File: src/sv/assert_macros.svh
// ----------------------------------------------------------------------------
// assert_macros.svh
// shared concurrent assertion macros, clocked on clk with rst_n as disable
// ----------------------------------------------------------------------------
`ifndef ASSERT_MACROS_SVH
`define ASSERT_MACROS_SVH

// same-cycle implication
`define ULPM_ASSERT_NOW(label, ante, cons) \
  label: assert property (@(posedge clk) disable iff (!rst_n) (ante) |-> (cons)) \
    else $error("assertion failed");

// next-cycle implication
`define ULPM_ASSERT_NEXT(label, ante, cons) \
  label: assert property (@(posedge clk) disable iff (!rst_n) (ante) |=> (cons)) \
    else $error("assertion failed");

`endif

File: src/sv/ulpm_pkg.sv
// ----------------------------------------------------------------------------
// ulpm_pkg
// shared constants, types and command/status structs of the line position mapper
// ----------------------------------------------------------------------------
`timescale 1ns / 1ps

package ulpm_pkg;

  localparam int MAX_LINE_BYTES = 4096;

  // fixed port widths
  localparam int ACT_W  = 2;
  localparam int BYTE_W = 8;
  localparam int QPOS_W = 16;
  localparam int POS_W  = 13;

  // derived storage and counter widths
  localparam int PT_W      = $clog2(MAX_LINE_BYTES + 1);
  localparam int CNT_W     = $clog2(MAX_LINE_BYTES + 2);
  localparam int BCNT_W    = $clog2(MAX_LINE_BYTES + 1);
  localparam int P2U_DEPTH = MAX_LINE_BYTES;
  localparam int U2P_DEPTH = MAX_LINE_BYTES + 1;
  localparam int P2U_AW    = $clog2(P2U_DEPTH);
  localparam int U2P_AW    = $clog2(U2P_DEPTH);
  localparam int CMP_W     = (CNT_W > QPOS_W - 1) ? CNT_W : QPOS_W - 1;

  localparam logic [ACT_W-1:0] ACT_NEW_LINE      = 2'd0;
  localparam logic [ACT_W-1:0] ACT_BYTE          = 2'd1;
  localparam logic [ACT_W-1:0] ACT_POINT_TO_UNIT = 2'd2;
  localparam logic [ACT_W-1:0] ACT_UNIT_TO_POINT = 2'd3;

  typedef enum logic [1:0] {
    ST_IDLE,
    ST_WRITE2,
    ST_READ
  } state_t;

  typedef struct packed {
    logic new_line;
    logic take_byte;
    logic take_query;
    logic second_write;
    logic load_out;
  } ulpm_cmd_t;

  typedef struct packed {
    logic four_lead;
  } ulpm_stat_t;

endpackage

File: src/sv/ulpm_ctrl.sv
// ----------------------------------------------------------------------------
// ulpm_ctrl
// controller: sequences byte writes, table reads and the output register
// ----------------------------------------------------------------------------
`timescale 1ns / 1ps

module ulpm_ctrl (
  input  logic                      clk,
  input  logic                      rst_n,
  input  logic                      in_valid,
  input  logic [ulpm_pkg::ACT_W-1:0] in_action,
  output logic                      in_stall,
  output logic                      out_valid,
  input  logic                      out_stall,
  input  ulpm_pkg::ulpm_stat_t      stat,
  output ulpm_pkg::ulpm_cmd_t       cmd
);
  import ulpm_pkg::*;

  state_t state_r, state_nxt;
  logic   out_valid_r, out_valid_nxt;
  logic   accept;
  logic   is_query;

  assign accept   = in_valid && !in_stall;
  assign is_query = (in_action == ACT_POINT_TO_UNIT) || (in_action == ACT_UNIT_TO_POINT);

  // next state
  always_comb begin
    state_nxt = state_r;
    case (state_r)
      ST_IDLE: begin
        if (accept && is_query) begin
          state_nxt = ST_READ;
        end else if (accept && (in_action == ACT_BYTE) && stat.four_lead) begin
          state_nxt = ST_WRITE2;
        end
      end
      ST_WRITE2: begin
        state_nxt = ST_IDLE;
      end
      ST_READ: begin
        if (!out_valid_r || !out_stall) begin
          state_nxt = ST_IDLE;
        end
      end
      default: begin
        state_nxt = ST_IDLE;
      end
    endcase
  end

  // outputs
  always_comb begin
    in_stall         = (state_r != ST_IDLE);
    cmd.new_line     = accept && (in_action == ACT_NEW_LINE);
    cmd.take_byte    = accept && (in_action == ACT_BYTE);
    cmd.take_query   = accept && is_query;
    cmd.second_write = (state_r == ST_WRITE2);
    cmd.load_out     = (state_r == ST_READ) && (!out_valid_r || !out_stall);
  end

  always_comb begin
    out_valid_nxt = out_valid_r;
    if (cmd.load_out) begin
      out_valid_nxt = 1'b1;
    end else if (!out_stall) begin
      out_valid_nxt = 1'b0;
    end
  end

  always_ff @(posedge clk) begin
    if (!rst_n) begin
      state_r     <= ST_IDLE;
      out_valid_r <= 1'b0;
    end else begin
      state_r     <= state_nxt;
      out_valid_r <= out_valid_nxt;
    end
  end

  assign out_valid = out_valid_r;

endmodule

File: config.mk
export PLATFORM = sky130hd
export DESIGN_NAME = ulpm_ctrl
export DESIGN_NICKNAME = d
export VERILOG_FILES = /design/src/sv/assert_macros.svh /design/src/sv/ulpm_pkg.sv /design/src/sv/ulpm_ctrl.sv
export SDC_FILE = /design/constraint.sdc
export NUM_CORES = 1
export LEC_CHECK = 0
export CAP_MARGIN = 40
export CORE_AREA = 2 2 39 41
export DETAILED_ROUTE_END_ITERATION = 10
export DIE_AREA = 0 0 41 43
export DONT_BUFFER_PORTS = 1
export PLACE_DENSITY_LB_ADDON = 0.1
export SLEW_MARGIN = 5
export SYNTH_ARGS = -nofsm -noshare
export SYNTH_HDL_FRONTEND = slang
export SYNTH_SLANG_ARGS = --single-unit
File: constraint.sdc
create_clock -name clk -period 1.9 [get_ports clk]
set_input_delay 0.19 -clock clk [delete_from_list [all_inputs] [get_ports clk]]
set_output_delay 0.19 -clock clk [all_outputs]
set_load 0.01 [all_outputs]
==> flow_metrics.env <==
export IMPL_status="complete, no violations"
export IMPL_core_area_um2=1380
export IMPL_die_area_um2=1760
export IMPL_p_per_area_nw_per_um2=898
export IMPL_ys_warn_count=0
export IMPL_layout_drive_gt1_share=0.333
export IMPL_p_leak_nw=0.0853
export IMPL_crit_path_top_delay_cell="or4b_4"
export IMPL_end_kind="output pin"
export IMPL_period_needed_ns=1.54
export IMPL_timing_fmax_mhz=650
export IMPL_fin_ws_ns=0.362
export IMPL_grt_overflow_total=0
export IMPL_min_path_type="input port to flop"
export IMPL_initial_core_util=0.129
export IMPL_place_ws_ns=0.601
export IMPL_cp_start_kind="flop"
export IMPL_wirelength_um=404
export IMPL_clk_latency_ns=0.23
export IMPL_cts_root_buf="clkbuf_4"
export IMPL_grt_pass1_wl_um=579
export IMPL_yosysSeqAreaShare=0.336
export IMPL_antenna_found_initial=0
export IMPL_skew_ns=0.000300
export IMPL_drt_initial_drc_count=2
export IMPL_maxCapViolations=0
export IMPL_syn_inst=21
export IMPL_max_slew_margin_rel=0.824
export IMPL_hold_viol=0
export IMPL_ctsResizeCount=0
export IMPL_grt_use_total=0.0561
export IMPL_cts_setup_buffers=0
export IMPL_dr_pass1_iters=2
export IMPL_crit_family="simple AND/OR/NAND/NOR gates"
export IMPL_io_buffer_count=0
export IMPL_clock_sinks=3
export IMPL_crit_buf_inv=0
export IMPL_power_total_mw=0.195
export IMPL_arrival_ns=1.35
export IMPL_dieHeight_um=43
export IMPL_tightest_slew_ns=0.264
export IMPL_reg2reg_depth=2
export IMPL_syn_area_per_cell_um2=8.52
export IMPL_synth_area_um2=179
export IMPL_cp_depth=2
export IMPL_use_met2=0.0563
export IMPL_nets=32
export IMPL_tns_ns=0
export IMPL_finalCritPeriodShare=0.810
export IMPL_path_class="flop to output pin"
export IMPL_hold_buffers=0
export IMPL_crit_required_ns=1.71
export IMPL_cts_inserted_buffers=3
export IMPL_die_w_um=41
export IMPL_setup_violations=0
export IMPL_grt_pass1_vias=153
export IMPL_grt_busiest_layer="met4"
export IMPL_cp_max_fo=7
export IMPL_crit_chain="or4b_4, nor2_1"
export IMPL_slew_viol_final=0
export IMPL_tritoncts="done"
export IMPL_io_pins=14
export IMPL_global_route_usage_met1=0.0607
export IMPL_diodes=0
export IMPL_synth_nets=28
export IMPL_holdPathStages=2
export IMPL_clock_path_buffers=2
export IMPL_slowest_delay_ns=0.57
export IMPL_grt_max_degree=8
export IMPL_drc=0
export IMPL_gp_congestion=0.603
export IMPL_viasPerCell=3.75
export IMPL_clkTransAtPathRegs_ns=0.04
export IMPL_synth_cell_types=16
export IMPL_routedWlPerCell_um=10.1
export IMPL_num_vias=150
export IMPL_placementRows=14
export IMPL_ir_drop_v=0.000123
export IMPL_ys_ff_latch=3
export IMPL_ant_nets=0
export IMPL_grt_setup_unrepaired="false"
export IMPL_cts_htree_levels=1
export IMPL_syn2layout_area_growth_pct=21.7
export IMPL_grt_use_met3=0.0209
## logic make-up after synthesis
family / share of synthesized area
buffers and inverters: 0.0629
and+or+nand+nor: 0.504
AOI/OAI and AO/OA: 0.0979
DFF: 0.336
## power breakdown
group / leakage [nW] / internal (mW) / switching [mW] / total, mW
combinational: 0.0459 / 0.00799 / 0.00782 / 0.0158
sequential: 0.0244 / 0.0655 / 0.00305 / 0.0686
clock: 0.0150 / 0.0787 / 0.0324 / 0.111
## layout make-up
type / instances / area [µm²]
Inverter: 1 / 3.75
Tap cell: 16 / 20.0
Sequential cell: 3 / 60.1
Fill cell: 156 / 1170
Clock buffer: 4 / 26.3
Multi-Input combinational cell: 16 / 108
## layer usage
metal,routed length (µm),share of wire
met1,178,0.44
met2,177,0.44
met3,49,0.12
met4,0,0
met5,0,0
## state kept, by name, summed over array words and instances (netlist names)
signal and count:
out_valid 1, state_r 2
## cell usage in the layout, fill, tap and decap left out
cell / count
or2b_1: 1
and4bb_2: 1
clkbuf_4: 3
nand3b_1: 1
nand2b_1: 1
nand3_1: 2
dfxtp_1: 3
or2_2: 1
nor2_2: 1
a21boi_0: 1
nand2_1: 1
a21oi_1: 2
nor2_1: 2
or4b_4: 1
clkbuf_1: 1
inv_1: 1
and2b_2: 1
## Yosys cell counts
cell      count  area share
nand2b_1      1       0.035
dfxtp_1       3        0.34
nand3b_1      1       0.042
a21boi_0      1       0.042
a21oi_1       2       0.056
or4b_4        1       0.077
nand3_1       2       0.056
nor2_2        1       0.035
or2_2         1       0.035
and4bb_2      1       0.070
buf_4         1       0.042
or2b_1        1       0.042
nor2_1        2       0.042
and2b_2       1       0.049
inv_1         1       0.021
nand2_1       1       0.021
## path summary, 6_finish.rpt
kind                     end  slack [ns]        from
hold reg to reg   state_r[1]        0.54  state_r[1]
hold / removal    state_r[1]        0.09       rst_n
setup / recovery      cmd[3]        0.36  state_r[1]
setup reg to reg  state_r[0]        0.82  state_r[1]
## per-stage QoR
stage	hold WS [ns]	cells	util	area, µm²
finish	0.0876	40	0.157	218
detailed placement	0.328	36	0.138	191
global placement	0.328	36	0.138	191
CTS	0.0807	40	0.157	218
floorplan	0.319	21	-	179
global route	0.0895	40	0.157	218
Power figures use the tool's default switching activity.
